`config.mk`:
```
export PLATFORM = sky130hd
export DESIGN_NAME = xorshift_range_random_unit_flat
export DESIGN_NICKNAME = d
export VERILOG_FILES = /design/src/rtl/xrr_pkg.sv /design/src/rtl/xrr_in_if.sv /design/src/rtl/xrr_out_if.sv /design/src/rtl/xorshift_range_random_unit.sv /design/src/rtl/xrr_gen.sv /design/src/rtl/xrr_mod.sv /design/src/flat_wrapper.sv
export SDC_FILE = /design/constraint.sdc
export NUM_CORES = 1
export LEC_CHECK = 0
export BUFFER_PORTS_ARGS = -buffer_cell sky130_fd_sc_hd__buf_4
export CAP_MARGIN = 25
export CELL_PAD_IN_SITES_DETAIL_PLACEMENT = 1
export CELL_PAD_IN_SITES_GLOBAL_PLACEMENT = 1
export CORE_ASPECT_RATIO = 1.1
export CORE_UTILIZATION = 52
export CTS_CLUSTER_DIAMETER = 150
export DETAILED_ROUTE_END_ITERATION = 8
export MAX_ROUTING_LAYER = met4
export PLACE_DENSITY = 0.81
export REMOVE_ABC_BUFFERS = 1
export SLEW_MARGIN = 25
export SYNTH_ARGS = -nofsm -noshare
export SYNTH_HDL_FRONTEND = slang
export SYNTH_SLANG_ARGS = --single-unit
export TNS_END_PERCENT = 1
```
`constraint.sdc`:
```
create_clock -name clk_i -period 10.46 [get_ports clk_i]
set_input_delay 1.046 -clock clk_i [delete_from_list [all_inputs] [get_ports clk_i]]
set_output_delay 1.046 -clock clk_i [all_outputs]
set_load 0.01 [all_outputs]
```
`src/rtl/xrr_pkg.sv`:
```
package xrr_pkg;

  localparam int unsigned FieldW = 31;
  localparam int unsigned WordW  = 32;
  localparam int unsigned CntW   = $clog2(WordW);

  localparam logic [WordW-1:0] SeedX = 32'd123456789;
  localparam logic [WordW-1:0] SeedY = 32'd362436069;
  localparam logic [WordW-1:0] SeedZ = 32'd521288629;
  localparam logic [WordW-1:0] SeedW = 32'd88675123;

  localparam int unsigned ShiftA = 11;
  localparam int unsigned ShiftB = 19;
  localparam int unsigned ShiftC = 8;

  typedef logic [FieldW-1:0] field_t;
  typedef logic [WordW-1:0]  word_t;

  typedef enum logic [3:0] {
    ST_IDLE = 4'b0001,
    ST_LOAD = 4'b0010,
    ST_DIV  = 4'b0100,
    ST_DONE = 4'b1000
  } xrr_state_e;

endpackage

```
`src/rtl/xrr_in_if.sv`:
```
interface xrr_in_if;
  import xrr_pkg::*;

  logic   valid;
  logic   ready;
  field_t lo;
  field_t hi;

  modport source (output valid, output lo, output hi, input ready);
  modport sink   (input valid, input lo, input hi, output ready);
endinterface

```
`src/rtl/xrr_out_if.sv`:
```
interface xrr_out_if;
  import xrr_pkg::*;

  logic   valid;
  logic   ready;
  field_t value;
  logic   range_error;

  modport source (output valid, output value, output range_error, input ready);
  modport sink   (input valid, input value, input range_error, output ready);
endinterface

```
`src/rtl/xorshift_range_random_unit.sv`:
```
// xorshift_range_random_unit: bounded random draw from a 128-bit xorshift
// generator.
// in_i (sink): one beat carries lo and hi, the inclusive bounds. Each beat
// advances the generator one step and yields exactly one beat on out_o
// (source) with value = lo + (word mod (hi - lo + 1)) and range_error = 0.
// When hi is below lo the generator still advances, value is 0 and
// range_error is 1.
// Steps: the generator steps on the accepting edge, the LOAD state starts the
// remainder unit, the 32-step bit-serial remainder runs, and the output
// register takes lo plus the remainder; an error beat skips the remainder.
// A new beat is taken only once the last has moved into the output register.
// in_i.ready is high while no beat is in flight. A finished beat sits in the
// output register; the next input beat is taken while it waits, and that
// beat holds in its last step until the output register is free.
// Reset loads the four generator words with their fixed seeds and empties
// the output register.
module xorshift_range_random_unit (
  input  logic clk_i,
  input  logic rst_ni,
  xrr_in_if.sink    in_i,
  xrr_out_if.source out_o
);
  import xrr_pkg::*;

  xrr_state_e state_q, state_d;
  field_t     lo_q;
  word_t      span_q;
  logic       err_q;
  logic       out_valid_q, out_valid_d;
  field_t     value_q;
  logic       range_error_q;

  logic       in_fire;
  logic       out_load;
  logic       div_start;
  logic       div_done;
  field_t     rem;
  word_t      word;

  assign in_i.ready = (state_q == ST_IDLE);
  assign in_fire    = in_i.valid && in_i.ready;
  assign out_load   = (state_q == ST_DONE) && (!out_valid_q || out_o.ready);
  assign div_start  = (state_q == ST_LOAD) && !err_q;

  xrr_gen u_gen (
    .clk_i     (clk_i),
    .rst_ni    (rst_ni),
    .advance_i (in_fire),
    .word_o    (word)
  );

  xrr_mod u_mod (
    .clk_i      (clk_i),
    .rst_ni     (rst_ni),
    .start_i    (div_start),
    .dividend_i (word),
    .divisor_i  (span_q),
    .done_o     (div_done),
    .rem_o      (rem)
  );

  always_comb begin
    state_d = state_q;
    case (state_q)
      ST_IDLE: begin
        if (in_fire) state_d = ST_LOAD;
      end
      ST_LOAD: begin
        state_d = err_q ? ST_DONE : ST_DIV;
      end
      ST_DIV: begin
        if (div_done) state_d = ST_DONE;
      end
      ST_DONE: begin
        if (out_load) state_d = ST_IDLE;
      end
      default: state_d = ST_IDLE;
    endcase
  end

  always_comb begin
    out_valid_d = out_valid_q;
    if (out_load) begin
      out_valid_d = 1'b1;
    end else if (out_o.ready) begin
      out_valid_d = 1'b0;
    end
  end

  always_ff @(posedge clk_i or negedge rst_ni) begin
    if (!rst_ni) begin
      state_q     <= ST_IDLE;
      out_valid_q <= 1'b0;
    end else begin
      state_q     <= state_d;
      out_valid_q <= out_valid_d;
    end
  end

  always_ff @(posedge clk_i) begin
    if (in_fire) begin
      lo_q   <= in_i.lo;
      err_q  <= (in_i.hi < in_i.lo);
      span_q <= {1'b0, in_i.hi} - {1'b0, in_i.lo} + WordW'(1);
    end
    if (out_load) begin
      value_q       <= err_q ? '0 : (lo_q + rem);
      range_error_q <= err_q;
    end
  end

  assign out_o.valid       = out_valid_q;
  assign out_o.value       = value_q;
  assign out_o.range_error = range_error_q;
endmodule

```
`src/rtl/xrr_gen.sv`:
```
module xrr_gen (
  input  logic          clk_i,
  input  logic          rst_ni,
  input  logic          advance_i,
  output xrr_pkg::word_t word_o
);
  import xrr_pkg::*;

  word_t x_q, y_q, z_q, w_q;
  word_t t;
  word_t w_d;

  assign t   = x_q ^ (x_q << ShiftA);
  assign w_d = w_q ^ (w_q >> ShiftB) ^ t ^ (t >> ShiftC);

  always_ff @(posedge clk_i or negedge rst_ni) begin
    if (!rst_ni) begin
      x_q <= SeedX;
      y_q <= SeedY;
      z_q <= SeedZ;
      w_q <= SeedW;
    end else if (advance_i) begin
      x_q <= y_q;
      y_q <= z_q;
      z_q <= w_q;
      w_q <= w_d;
    end
  end

  assign word_o = w_q;
endmodule

```
`src/rtl/xrr_mod.sv`:
```
module xrr_mod (
  input  logic           clk_i,
  input  logic           rst_ni,
  input  logic           start_i,
  input  xrr_pkg::word_t dividend_i,
  input  xrr_pkg::word_t divisor_i,
  output logic           done_o,
  output xrr_pkg::field_t rem_o
);
  import xrr_pkg::*;

  logic              busy_q;
  logic [CntW-1:0]   cnt_q;
  word_t             shift_q;
  word_t             divisor_q;
  field_t            rem_q;
  field_t            rem_d;
  word_t             trial;
  logic [WordW:0]    diff;

  // one quotient bit per cycle, dividend shifted in msb first
  assign trial = {rem_q, shift_q[WordW-1]};
  assign diff  = {1'b0, trial} - {1'b0, divisor_q};
  assign rem_d = diff[WordW] ? trial[FieldW-1:0] : diff[FieldW-1:0];

  assign done_o = busy_q && (cnt_q == CntW'(WordW - 1));

  always_ff @(posedge clk_i or negedge rst_ni) begin
    if (!rst_ni) begin
      busy_q <= 1'b0;
      cnt_q  <= '0;
    end else if (start_i) begin
      busy_q <= 1'b1;
      cnt_q  <= '0;
    end else if (busy_q) begin
      cnt_q <= cnt_q + CntW'(1);
      if (done_o) begin
        busy_q <= 1'b0;
      end
    end
  end

  always_ff @(posedge clk_i) begin
    if (start_i) begin
      shift_q   <= dividend_i;
      divisor_q <= divisor_i;
      rem_q     <= '0;
    end else if (busy_q) begin
      shift_q <= {shift_q[WordW-2:0], 1'b0};
      rem_q   <= rem_d;
    end
  end

  assign rem_o = rem_q;
endmodule

```
`src/flat_wrapper.sv`:
```
// flat-port wrapper written by rule: the top's interface ports become plain ports
module xorshift_range_random_unit_flat import xrr_pkg::*;
  (clk_i, rst_ni, in_i_valid, in_i_lo, in_i_hi, in_i_ready, out_o_valid, out_o_value, out_o_range_error, out_o_ready);
  xrr_in_if in_i_i ();
  xrr_out_if out_o_i ();
  input  logic clk_i;
  input  logic rst_ni;
  input wire logic [$bits(in_i_i.valid)-1:0] in_i_valid;
  input wire logic [$bits(in_i_i.lo)-1:0] in_i_lo;
  input wire logic [$bits(in_i_i.hi)-1:0] in_i_hi;
  output wire logic [$bits(in_i_i.ready)-1:0] in_i_ready;
  output wire logic [$bits(out_o_i.valid)-1:0] out_o_valid;
  output wire logic [$bits(out_o_i.value)-1:0] out_o_value;
  output wire logic [$bits(out_o_i.range_error)-1:0] out_o_range_error;
  input wire logic [$bits(out_o_i.ready)-1:0] out_o_ready;
  assign in_i_i.valid = in_i_valid;
  assign in_i_i.lo = in_i_lo;
  assign in_i_i.hi = in_i_hi;
  assign in_i_ready = in_i_i.ready;
  assign out_o_valid = out_o_i.valid;
  assign out_o_value = out_o_i.value;
  assign out_o_range_error = out_o_i.range_error;
  assign out_o_i.ready = out_o_ready;
  xorshift_range_random_unit u_core (.clk_i(clk_i), .rst_ni(rst_ni), .in_i(in_i_i), .out_o(out_o_i));
endmodule
```
* Word-level counts from Yosys, hierarchy flattened
Cells that the tools add are included.
** Operators by class
- $add $sub $neg :: 5
- Magnitude comparators :: 1
- Equality and inequality tests :: 8
- Muxes and demuxes :: 15
- Bitwise gates (word level) :: 4
- Reductions and logical operators :: 10
** Operator list (count)
- 32-bit 2-to-1 mux :: 2
- 32-bit bitwise XOR :: 2
- 32-bit by 32-bit subtractor with 33-bit output :: 1
- 32-bit by 1-bit adder with 32-bit output, second input constant :: 1
- 31-bit by 31-bit subtractor with 32-bit output :: 1
- 32-bit by 13-bit bitwise XOR with 32-bit output :: 1
- 32-bit by 24-bit bitwise XOR with 32-bit output :: 1
- 31-bit adder :: 1
- 31-bit < comparator :: 1
- 31-bit 2-to-1 mux :: 1
- 4-bit 2-to-1 mux :: 4
- 4-bit case mux with 4 select lines :: 1
- 5-bit 2-to-1 mux :: 2
- 5-bit by 1-bit adder with 5-bit output, second input constant :: 1
- 5-bit == test, second input constant :: 1
- 1-bit 2-to-1 mux :: 5
- 4-bit by 1-bit == test with 1-bit output, second input constant :: 1
- 4-bit by 2-bit == test with 1-bit output, second input constant :: 1
- 4-bit by 3-bit == test with 1-bit output, second input constant :: 1
- 4-bit == test, second input constant :: 1
- 1-bit logical AND :: 4
- 2-bit by 1-bit != test with 1-bit output, second input constant :: 2
- 2-bit nonzero test :: 2
- 3-bit AND reduction :: 1
- 3 further kinds :: 4
** Storage, ports and cells
- Register bits :: 330
- Input port bits :: 66
- Output and inout bits :: 34
- Word-level logic and storage cells :: 59

* Longest topological paths before layout
Gate-level depths: netlist of the first run.
- Depth in word-level cells :: 5
- Depth in mapped cells :: 16
- Mapped depth without buffers :: 16

* By module
A second synthesis of the first run with hierarchy kept.
** Second synthesis, totals
- Cells, all modules :: 1639
- Area total of the unflattened synthesis :: 18620.4 um^2
** By module, submodules not included
- xorshift_range_random_unit :: instances 1, cells each 740, area an instance 7548.5 um^2, sequential area each 3009.1 um^2
- xrr_mod :: instances 1, cells each 535, area an instance 5655.4 um^2, sequential area each 2692.6 um^2
- xrr_gen :: instances 1, cells each 364, area an instance 5416.4 um^2, sequential area each 3279.4 um^2

* Worst setup path after synthesis of the first run
OpenSTA, ideal clock, no wires.
- Path type :: input port to flip-flop
- From :: input in_i_lo[11]
- To :: register u_core.span_q[26], data pin
- Setup time :: 261 ps
- Arrival time :: 3641 ps
- Required time :: 10199 ps
- Path slack :: 6558 ps
- Stages on the path :: 14
- Buffers on the path :: 0
- Cell sequence :: inv_1 -> ha_1 -> inv_1 -> fa_1 -> nor3b_2 -> a211oi_1 -> a211o_1 -> a22o_1 -> a311o_1 -> o31ai_2 -> nand2_1 -> a31o_1 -> a21oi_2 -> xor2_1
** Between the ends
- Longest elaborated chain between the ends :: 2
** Ends and longest elaborated chain
- start, declared :: RTL line flat_wrapper.sv:9 : input wire logic [$bits(in_i_i.lo)-1:0] in_i_lo;
- 31-bit by 31-bit subtractor with 32-bit output :: RTL line xorshift_range_random_unit.sv:104 : span_q <= {1'b0, in_i.hi} - {1'b0, in_i.lo} + WordW'(1);
- 32-bit by 1-bit adder with 32-bit output :: RTL line xorshift_range_random_unit.sv:104
- end signal, assigned :: RTL line xorshift_range_random_unit.sv:104
- end, declared :: RTL line xorshift_range_random_unit.sv:27 : word_t span_q;
Every way passes these cells.
A chain may end at the register's enable or synchronous reset.

* Worst setup path after layout of the first run
Same ends and word-level chain as after synthesis.

==> results summary, run 1 <==
The global-route wire length before repair came out at 71990 um. TritonCTS built the clock tree. The number of resized instances in the post-cts repair step is 0. STA classifies the critical path startpoint as a primary input. The number of nets at the end of the flow is 2150. CTS placed an instance of clkbuf_16 at the clock tree root. Of the total synthesized cell area, the portion taken by XOR and XNOR cells is 0.08558.

The total of max-cap violations is 0. In the final layout, the share of cells above drive strength 1 is 0.1263. The number of global-route vias before repair is 14.28k.

The flow ran to the end, but the final reports show violations. The final worst-path cycle share is 0.3818. In this run the static leakage power is 9.359 nW.

The final count of hold timing violations came out at 0. The width of the die is 180.0 um. After clock tree synthesis, the clock-pin slew on the worst setup and hold paths is 70 ps. STA puts the critical path data arrival time at 4270 ps. The worst max-slew margin expressed relative to the limit is 0.3109.

The number of remaining DRC errors is 8. In the global route stage, overall resource usage came out at 0.2626. The row count is 71.

The total instance count after detailed placement is 2343. The critical path is of the in2reg type. Synthesis produced a netlist whose cell count is 1853. The data required time at the worst endpoint came out at 10730 ps.

The worst register-to-register path ends at u_core.u_gen.word_o[11]. The arithmetic-cell share of the synthesized area counting full adders, half adders and majority gates is 0.1036. The peak ir drop on the vdd network is 0.1473 mV. The maximum clock rate came out at 250.4 MHz. The CTS buffer count came out at 36. The reg2reg setup slack is 6500 ps.

The most numerous cell type found on the critical path is inv_1. The fill cell instance count of the final layout is 3790. After synthesis the netlist holds a flip-flop and latch count of 330. The reg-to-reg critical path startpoint is u_core.state_q[0]. Of all flip-flops after synthesis, the portion carrying an async set or reset was 0.4212. The clock period could shrink to 3994 ps. Of the total synthesized cell area, the portion taken by AND, OR, NAND and NOR gates is 0.1591. The number of warning messages in the yosys log came out at 0. After layout, the worst setup slack is 6466 ps. The tree built by TritonCTS fans out to 330 sinks. The combined buffer and inverter count along the critical path is 3. The later pin in the worst-skew pair is clocked with a latency of 530 ps. After synthesis, the largest family of logic cells by area is simple AND/OR/NAND/NOR gates. The number of antenna violations at the first check in global routing is 3. The power per unit of standard cell area is 260.2 nW/um^2.

The routed length per instance came out at 18.54 um. The compound-gate portion of the synthesized area came out at 0.1149. The area growth from synthesis to layout is 12.87%. The synthesized cell area is 18110 sq um.

At the end of routability-driven placement, the weighted congestion stood at 0.8804. The number of top-level design ports is 100. The detailed-router iteration count before antenna repair came out at 7. Grouping stages by cell kind, the critical path spends the most delay in compound AO/OA/AOI/OAI gates. The most used flip-flop cell after synthesis is edfxtp_1. After clock tree synthesis, the flow added hold-fix buffers numbering 0. The number of enable flip-flop cells after synthesis came out at 160. The die covers 35580 sq um. The number of max-slew violations in the final report came out at 0.

Walking the worst path, the cells encountered are buf_4 > inv_1 > ha_1 > inv_1 > fa_1 > nor3b_2 > a211oi_1 > a211o_1 > a22o_1 > a311o_1 > o31ai_2 > nand2_1 > a31o_1 > a21oi_2 > xor2_1. The HPWL after detailed placement is 32220 um. The worst hold path belongs to the class reg2reg. The critical path ends at u_core.span_q[26]. In this run the number of H-tree levels came out at 2.

The remaining number of nets flagged by the antenna check after routing is 0. The measured slew at the worst slew-check pin is 1034 ps. The worst stage delay on the critical path is 600 ps. The worst slack at placement is 5990 ps. The number of cells on the critical path is 15. On the final layout, the worst clock skew is 12.34 ps. The highest net fanout along the worst path came out at 6. The mean instance size in the synthesized netlist is 9.775 sq um. The setup-violating endpoint count in the final report came out at 0. Setup repair after global routing left no endpoint under its margin. The number of DRC violations after detailed-routing iteration 0 came out at 731. The start point of the critical path is in_i_lo[11].

The slowest stage of the critical path belongs to the cell fa_1. The die boundary height is 197.7 um. The number of cells traversed by the worst register-to-register path came out at 6. The number of setup buffers added after CTS is 0. The final cell count without fillers came out at 2412. STA classifies the critical path endpoint as a register. Input and output buffers added on the ports amount to 99. The wire length after detailed routing came out at 44710 um. Of the synthesized area, sequential elements account for 0.4958. The overall overflow remaining after global route is 0. The floorplan step defined a core boundary enclosing 34290 sq um. The number of buffers on the longest clock path came out at 3.

The starting density of the core is 0.5282. Detailed routing inserted a total of 13.36k vias. The mux cell area share after synthesis came out at 0.006148.

The final sum of negative setup slack is 0 ps. The checks that failed: DRC. The number of distinct standard cells referenced by the synthesized netlist came out at 74. The maximum number of pins on one net before global-route repair is 101. The detailed-route vias per instance is 5.537.
## logic make-up after synthesis
group | after synthesis
compound gates | 326
simple gates | 702
mux | 11
xor+xnor | 177
buf+inv | 166
fa+ha+maj | 141
flops | 330
## per-layer routing
layer	global-route usage	up-vias	part of all wire
met5	-	-	0
met2	0.4753	192	0.52
met3	0.03403	91	0.029
met4	0.09355	0	0.032
met1	0.2985	6608	0.42
li1	-	6464	-
## power by group
part	switching [W]	leakage (nW)	internal [W]	total (W)
registers	0.000160	3.48	0.00172	0.00188
logic	0.00136	5.32	0.000843	0.00221
clock network	0.000525	0.565	0.000703	0.00123
total	0.00205	9.36	0.00327	0.00532
## how the worst min path moves through the flow
stage | startpoint | end | slack (ps) | depth (start not counted)
floorplan | u_core.span_q[0] | u_core.u_mod.divisor_q[0] | 400 | 0
global placement | u_core.span_q[19] | u_core.u_mod.divisor_q[19] | 400 | 0
detailed placement | u_core.span_q[16] | u_core.u_mod.divisor_q[16] | 410 | 0
global route | u_core.span_q[19] | u_core.u_mod.divisor_q[19] | 410 | 0
CTS | u_core.span_q[19] | u_core.u_mod.divisor_q[19] | 410 | 0
finish | u_core.span_q[19] | u_core.u_mod.divisor_q[19] | 410 | 0
## final cells by class
type	count	area, sq um	share of cell area
flip-flops and latches	330	8981	0.4393
multi-input cells	1357	8534	0.4174
clock buffers	50	1045	0.05110
repair buffers	109	822.0	0.04021
well taps	438	548.0	0.02681
inverters	109	414.1	0.02026
clock inverters	16	92.59	0.004529
diodes	3	7.507	0.0003672
## layout by cell type (no fill, tap or decap), types with 4 or more instances in the layout
cell / instances
nor3_1: 15
dfstp_2: 62
and3_1: 8
nand4_1: 7
nor2_1: 113
o21ai_1: 7
clkbuf_1: 6
o21ai_0: 66
clkbuf_8: 7
dfrtp_1: 77
edfxtp_1: 160
clkinv_2: 7
nor2b_1: 24
a21o_1: 32
nand3_1: 20
xor2_1: 66
a211oi_1: 12
nand2b_1: 7
o31a_1: 6
nand2_1: 481
ha_1: 126
o21bai_1: 4
a31o_2: 4
dfxtp_1: 31
a211o_1: 4
a221oi_1: 4
o31ai_1: 7
clkinv_1: 4
o21a_1: 16
fa_1: 15
and2_1: 7
inv_1: 107
xnor2_1: 111
a21oi_1: 113
a31oi_1: 11
buf_4: 108
mux2i_1: 10
clkbuf_16: 37
inv_6: 5
## metrics by stage
step                power, W  cell area, sq um  hold slack [ps]    util
floorplan           0.003481             17890            400.3       -
global placement    0.003979             19300            400.9  0.5628
detailed placement  0.004092             19300            405.6  0.5628
CTS                 0.005348             20440            409.9  0.5960
global route        0.005668             20440            414.4  0.5962
finish              0.005320             20440            411.4  0.5962
## flip-flops by register name, summed over array words and instances (netlist names)
register and flops:
u_core.state_q 4, u_core.lo_q 31, u_core.out_o.range_error 1, u_core.u_mod.rem_o 31, u_core.u_gen.word_o 32, u_core.u_mod.shift_q 32, u_core.u_mod.busy_q 1, u_core.span_q 32
u_core.out_o.valid 1, u_core.u_gen.z_q 32, u_core.u_mod.cnt_q 5, u_core.u_mod.divisor_q 32, u_core.u_gen.x_q 32, u_core.out_o.value 31, u_core.u_gen.y_q 32, u_core.err_q 1
## synth_stat cells (all sizes together), types with 31 or more instances
library cell | n | share of area
a21o | 32 | 0.013
clkbuf | 51 | 0.011
xor2 | 66 | 0.032
inv | 108 | 0.022
nand2 | 483 | 0.10
xnor2 | 111 | 0.054
a21oi | 114 | 0.032
dfstp | 62 | 0.090
edfxtp | 160 | 0.27
nor2 | 114 | 0.024
o21ai | 74 | 0.021
dfrtp | 77 | 0.11
dfxtp | 31 | 0.034
ha | 126 | 0.087
(Power assumes the default switching activity.)
==> run 2: changes to the inputs <==
Settings changed: ABC_AREA set to 1, CORE_UTILIZATION 52 to 47, PLACE_DENSITY 0.81 to 0.77.
Clock period 10.46 ns to 4.19 ns, I/O delays scaled along.
==> results summary, run 2 <==
The run finished, with violations left. The final reports fail on hold timing. The number of antenna violations at the first check in global routing came out at 1. Leaving out fill and tap cells, the most frequent cell in the layout is nand2_1. The share of cells above drive strength 1 is 0.09565. The routed length per instance is 19.77 um. The remaining number of nets flagged by the antenna check after routing is 0. For this design the top-level I/O count stands at 100. For this run, the leading register cell type out of synthesis is edfxtp_1.

The number of port buffers came out at 99. The critical path is of the reg2reg type. The global placement routability congestion came out at 0.9695.

The first TritonRoute pass finished after 5 iterations. The worst slack at placement came out at 1197 ps. The total setup buffers inserted after CTS is 0. The maximum number of pins on one net before global-route repair is 110. Setup violations remaining at the end of the flow were counted as 0. The HPWL after detailed placement is 49920 um. The minimum period implied by the final worst setup slack came out at 2798 ps.

After synthesis, the most frequently instantiated cells are nand2_1 (762), inv_1 (404), nor2_1 (189). The overall overflow remaining after global route is 0. The async set or reset register ratio after synthesis is 0.4212. The CTS buffer count came out at 37. The quantity of hold-fixing buffers added after cts is 0. After detailed routing, the total wire length is 63940 um.

The capturing point of the worst reg2reg path is u_core.u_mod.rem_o[19]. The critical path contains buffers and inverters numbering 2 combined. The top cell type's share of synthesized area came out at 0.2387. The total routing resource utilization after global routing is 0.3117. Of the synthesized area, sequential elements account for 0.4462.

The worst-case IR drop observed on VDD is 0.4853 mV. For the pin with the worst max-slew slack, the measured transition is 960.0 ps. After detailed routing, the number of remaining DRC violations is 0. The highest net fanout along the worst path came out at 32. The final worst slack came out at 1392 ps. The number of cells traversed by the worst register-to-register path came out at 15.

The final worst-path cycle share is 0.6679. The top cell family by delay on the critical path is simple AND/OR/NAND/NOR gates. Synthesis produced a netlist whose cell count is 2533.

The signal on the critical path passes through inv_1 > ha_1 > fa_1 > inv_1 > nand3_1 > nand2_1 > nand2_1 > nand2_1 > nand2_1 > nand2_1 > nand2_4 > nand2_8 > nand3_1 > nand3_1 > nand2_1. The slowest cell on the critical path is fa_1. The area of the placeable core came out at 42310 sq um. nand2_1 is the most common cell in the netlist. The die boundary height came out at 219.0 um. The maximum clock skew at final layout is 17.39 ps.

The number of max-slew violations in the final report came out at 0. The final count of hold timing violations came out at 22. Leaving out fill and tap cells, the most frequent cells in the layout are nand2_1 (762), inv_1 (402), nor2_1 (188), o21ai_0 (162), edfxtp_1 (160). The initial utilization of the core area, before any placement, comes to 0.4758. The arrival time of data at the critical path endpoint is 3230 ps.

The reg2reg setup slack is 1390 ps. The clock insertion delay at the later pin of the skew report came out at 560 ps. In this run the tightest slew margin relative to its limit is 0.3578. The post-synthesis register bit count is 330. The width of the die came out at 199.3 um. The total of max-cap violations came out at 0. Setup repair after global routing left no endpoint under its margin. The sort of element at the start of the critical path is a register. The maximum clock rate came out at 357.3 MHz.

The number of global-route vias before repair is 18.41k. The number of DRC violations after detailed-routing iteration 0 came out at 725. The number of resized instances in the post-cts repair step is 0. The area growth from synthesis to layout is 12.96%. The most used cell along the critical path is nand2_1. The worst slack on hold paths came out at -39.21 ps. The maximum level of the CTS H-tree is 2.

The root buffer cell chosen for the clock tree is clkbuf_16. The via count is 16.96k. The row count came out at 79.

TritonCTS built the clock tree. The detailed-route vias per instance came out at 5.243. The sequential cell area in the final layout came out at 8981 sq um. The number of enable flip-flop cells after synthesis is 160. The first global-routing pass estimated 99820 um of wire.

The number of distinct standard cells referenced by the synthesized netlist is 48. The power per unit of standard cell area came out at 765.9 nW/um^2. For this run, the number of Yosys warnings is 0. The mean instance size in the synthesized netlist is 7.946 sq um. The tightest min-delay check is of the in2async type. The cell area that synthesis handed to floorplanning was 20130 sq um. At the worst endpoint, the required time is 4630 ps. The reported leakage power came out at 11.18 nW.

The full die area is 43660 sq um. The critical path endpoint category is a register. The number of buffers on the longest clock path is 3. The largest area contributor in the netlist is edfxtp_1.

Clock tree synthesis found a total of 330 sinks. After clock tree synthesis, the clock-pin slew on the worst setup and hold paths is 60 ps. The worst stage delay on the critical path came out at 410 ps.

The reg-to-reg critical path startpoint is u_core.u_mod.shift_q[31]. The area of the multi-input gates came out at 9350 sq um. The number of nets at the end of the flow is 2844. The fill cell instance count of the final layout came out at 5226.

Sorting the synthesized cells by area gives the leading types as edfxtp_1 (24%), nand2_1 (14%), dfrtp_1 (9.6%), dfstp_2 (8.1%), ha_1 (7.8%).
==> run 2: cell types whose count changed after synthesis, sizes merged, moves of 24 or more <==
cell    before  now
a21o        32    5
clkbuf      51   25
inv        108  409
nand2      483  767
nand3       20  129
nor2       114  195
nor2b       24    0
o21ai       74  183
xnor2      111   39
==> run 2: per-stage QoR <==
stage,instance area [sq um],std cells,power [W],util,TNS (ps)
after global routing,22740,3234,0.01871,0.5374,0
after CTS,22690,3231,0.01747,0.5363,0
final,22740,3234,0.01741,0.5374,0
after detailed placement,21450,3163,0.01394,0.5070,0
after global placement,21450,3163,0.01354,0.5070,0
after floorplan,19880,2486,0.01128,-,-304430
==> run 2: cells by family after synthesis <==
group / synth area share
DFF: 0.4462
AOI/OAI and AO/OA: 0.08926
xor gates and xnor gates: 0.04525
adders and majority gates: 0.09324
buffers and inverters: 0.08989
and+or+nand+nor: 0.2362
==> run 2: metal layers <==
metal,track usage,routed length [um]
met5,-,0
met4,0.1513,3295
met3,0.03950,1621
met2,0.5754,34250
met1,0.3243,24760
==> run 2: worst register-to-register path: stages (launching register included) <==
cell	delay (ps)
edfxtp_1	320
inv_1	60
ha_1	230
fa_1	420
inv_1	120
nand3_1	70
nand2_1	140
nand2_1	70
nand2_1	140
nand2_1	100
nand2_1	140
nand2_4	260
nand2_8	300
nand3_1	150
nand3_1	110
nand2_1	60
==> run 2: cell type report <==
type / instances / area share
Multi-Input combinational cell: 1739 / 0.4112
Sequential cell: 330 / 0.3950
Inverter: 417 / 0.06890
Clock buffer: 51 / 0.04667
Timing Repair Buffer: 112 / 0.03902
Tap cell: 567 / 0.03120
Clock inverter: 17 / 0.007869
Antenna cell: 1 / 0.0001101
==> run 2: worst max-delay path by stage <==
stage	from	slack (ps)	endpoint	depth (start not counted)
after floorplan	u_core.state_q[0]	-3500	u_core.u_gen.word_o[3]	8
after global placement	in_i_hi[1]	1270	u_core.span_q[31]	17
after detailed placement	in_i_hi[1]	1200	u_core.span_q[31]	17
after CTS	u_core.u_mod.shift_q[31]	1400	u_core.u_mod.rem_o[19]	15
after global routing	u_core.u_mod.shift_q[31]	1220	u_core.u_mod.rem_o[19]	15
final	u_core.u_mod.shift_q[31]	1390	u_core.u_mod.rem_o[19]	15
==> run 2: power by group <==
group / switching, W / total, W / internal [W]
logic: 0.00543 / 0.00812 / 0.00269
registers: 0.000836 / 0.00590 / 0.00507
clock network: 0.00141 / 0.00339 / 0.00197
total: 0.00768 / 0.0174 / 0.00973
==> run 3: changes to the inputs <==
Settings changed: ABC_AREA 1 to 0, CORE_UTILIZATION 47 to 44, PLACE_DENSITY 0.77 to 0.73.
Clock period 4.19 ns to 2.3 ns, I/O delays scaled along.
==> results summary, run 3 (synthesis results as in run 1) <==
The total routing resource utilization after global routing came out at 0.2583. The clock net sink count came out at 330. The final reports fail on setup timing.

The number of antenna violations at the first check in global routing is 2. TritonCTS built the clock tree. The area growth from synthesis to layout is 33.42%. Timing analysis after detailed placement gives a worst setup slack of -1309 ps. The minimum period implied by the final worst setup slack is 3311 ps. The worst setup path is launched from a register.

The final cell count without fillers came out at 2848. The clock transition at the registers of the reported paths is 60 ps. The arrival time of data at the critical path endpoint came out at 3790 ps. The first global-routing pass estimated 83680 um of wire. After floorplanning, the core was sized to cover 40370 sq um. Entering global routing, the biggest net connects 104 pins. The via count is 14.93k. The final count of hold timing violations came out at 0.

The detailed-router iteration count before antenna repair is 7. At the worst endpoint, the required time is 2780 ps. At the end of routability-driven placement, the weighted congestion stood at 0.8954. The HPWL after detailed placement is 37000 um. The worst setup path is captured at a register.

The number of max-slew violations in the final report came to 0. The run finished, with violations left. After layout, the design draws a total of 0.02989 W.

In this run, CTS created clock tree buffers numbering 39. Clock latency on the worst-skew pair, taken at its later pin, is 570 ps. The number of port buffers is 99. The starting density of the core came out at 0.4487. The number of remaining DRC errors is 0.

The sequential cell area in the final layout is 8984 sq um. The measured slew at the worst slew-check pin came out at 663.4 ps. The number of DRC violations after detailed-routing iteration 0 came out at 814. The number of buffers on the longest clock path is 3.

Clock tree synthesis selected as its root buffer the cell clkbuf_16. The maximum level of the CTS H-tree is 2. For the final database, setup skew stands at 30.98 ps. The top cell types in the final layout, fill and taps aside, are nand2_1 (479), buf_4 (412), edfxtp_1 (160), ha_1 (117), xnor2_1 (109). The number of nets at the end of the flow came out at 2510.

The critical path is of the reg2reg type. The reported leakage power came out at 11.27 nW. In the post-route analysis, the smallest setup slack over all paths is -1011 ps. In this run the worst path has a maximum fanout of 8.

The remaining number of nets flagged by the antenna check after routing is 0. The area of the multi-input gates is 9046 sq um. The fill cell instance count of the final layout is 4503.

The number of top-level design ports came out at 100. The routed length per instance came out at 18.69 um. Using the TritonRoute via totals, the vias-per-cell ratio works out to 5.243.

In the finished design, the share of the clock period the worst path needs comes to 1.440. Setup repair after global routing could not meet its margin everywhere. Headroom to the max-slew limit came out at 0.5540. The final design area excluding fillers came out at 24170 sq um.

The number of global-route vias before repair is 16.24k. The setup-violating endpoint count in the final report is 64. The total of max-cap violations came out at 0. The overall overflow remaining after global route came out at 0. Counting tap cells, the placed design contains a total of 2727 instances. The instance area at placement is 21850 sq um. The worst-case IR drop observed on VDD is 0.6690 mV.

The min-delay analysis places its worst path in the category in2reg. The die covers 41980 sq um. The final sum of negative setup slack came out at -41570 ps. In this run the core area contains 77 standard-cell rows. Measured along the y axis, the die boundary spans 214.8 um.

The width of the die is 195.5 um. The maximum clock rate is 302.0 MHz. The wire length after detailed routing is 53230 um. The commonest non-fill, non-tap cell in the layout is nand2_1. The power per unit of standard cell area is 1237 nW/um^2. Of the cells placed in the final design, the portion with a size suffix greater than 1 is 0.2859.
run 3: cell count changes in the layout (fill, tap and decap cells not counted), moves of 32 or more:
cell           before  now
buf_4             108  412
inv_1             402  105
nand2_1           762  479
nand3_1           129   19
o21ai_0           162   58
nor2_1            188   98
xnor2_1            39  109
a21oi_1           116   82
dlygate4sd3_1       0   32
run 3: per-layer routing:
metal | vias to the layer above | routed length (um) | track usage
met1 | 7409 | 21230 | 0.2853
met4 | 0 | 1795 | 0.09344
li1 | 7188 | - | -
met5 | - | 0 | -
met3 | 110 | 1820 | 0.03562
met2 | 225 | 28380 | 0.4707
run 3: area by class of cell:
class                   instances  area share
flip-flops and latches        330      0.3717
well taps                     513     0.02656
repair buffers                466      0.1575
inverters                     109     0.01714
multi-input cells            1357      0.3743
clock buffers                  50     0.04468
diodes                          2   0.0002071
clock inverters                21    0.007870
run 3: power breakdown:
part	total, W	internal [W]	switching, W
combinational	0.0152	0.00714	0.00805
clock	0.00619	0.00366	0.00253
sequential	0.00851	0.00783	0.000681
total	0.0299	0.0186	0.0113
run 3: final timing paths:
kind                                            from                   endpoint  slack (ps)  cells past startpoint
max                        u_core.u_mod.divisor_q[0]      u_core.u_mod.rem_o[6]       -1010                     15
min                                      out_o_ready         u_core.out_o.valid          20                      3
max reg2reg                u_core.u_mod.divisor_q[0]      u_core.u_mod.rem_o[6]       -1010                     15
min reg2reg                         u_core.span_q[9]  u_core.u_mod.divisor_q[9]         420                      0
max in group asynchronous                     rst_ni        u_core.u_gen.z_q[2]        1420                      3
min in group asynchronous                     rst_ni       u_core.u_gen.z_q[16]         140                      2
run 3: timing repair:
action | in CTS | in global routing
endpoints found under the setup margin | 72 | 73
hold endpoints to repair | 118 | 0
gates cloned | 1 | 2
buffers inserted | 6 | 9
hold buffers | 32 | 0
resized for setup | 62 | 68
pin swaps | 42 | 33
run 3: metrics by stage:
stage | utilization | hold WS (ps)
after floorplan | - | -65.59
after detailed placement | 0.5413 | 137.3
after global routing | 0.5987 | 44.39
after CTS | 0.5888 | 4.830
after global placement | 0.5413 | 137.2
final | 0.5987 | 22.54
run 3: worst max-delay path, cell delays in order, from the launching register on:
cell and delay [ps]:
edfxtp_1 460, ha_4 210, fa_2 410, nor2b_4 170, o2111ai_4 170, a21oi_4 200, o2111a_2 270, o211ai_1 160
a21oi_1 160, buf_4 140, a31oi_4 160, buf_12 190, clkbuf_16 160, nor2_1 140, a21oi_2 50, a21oi_1 160
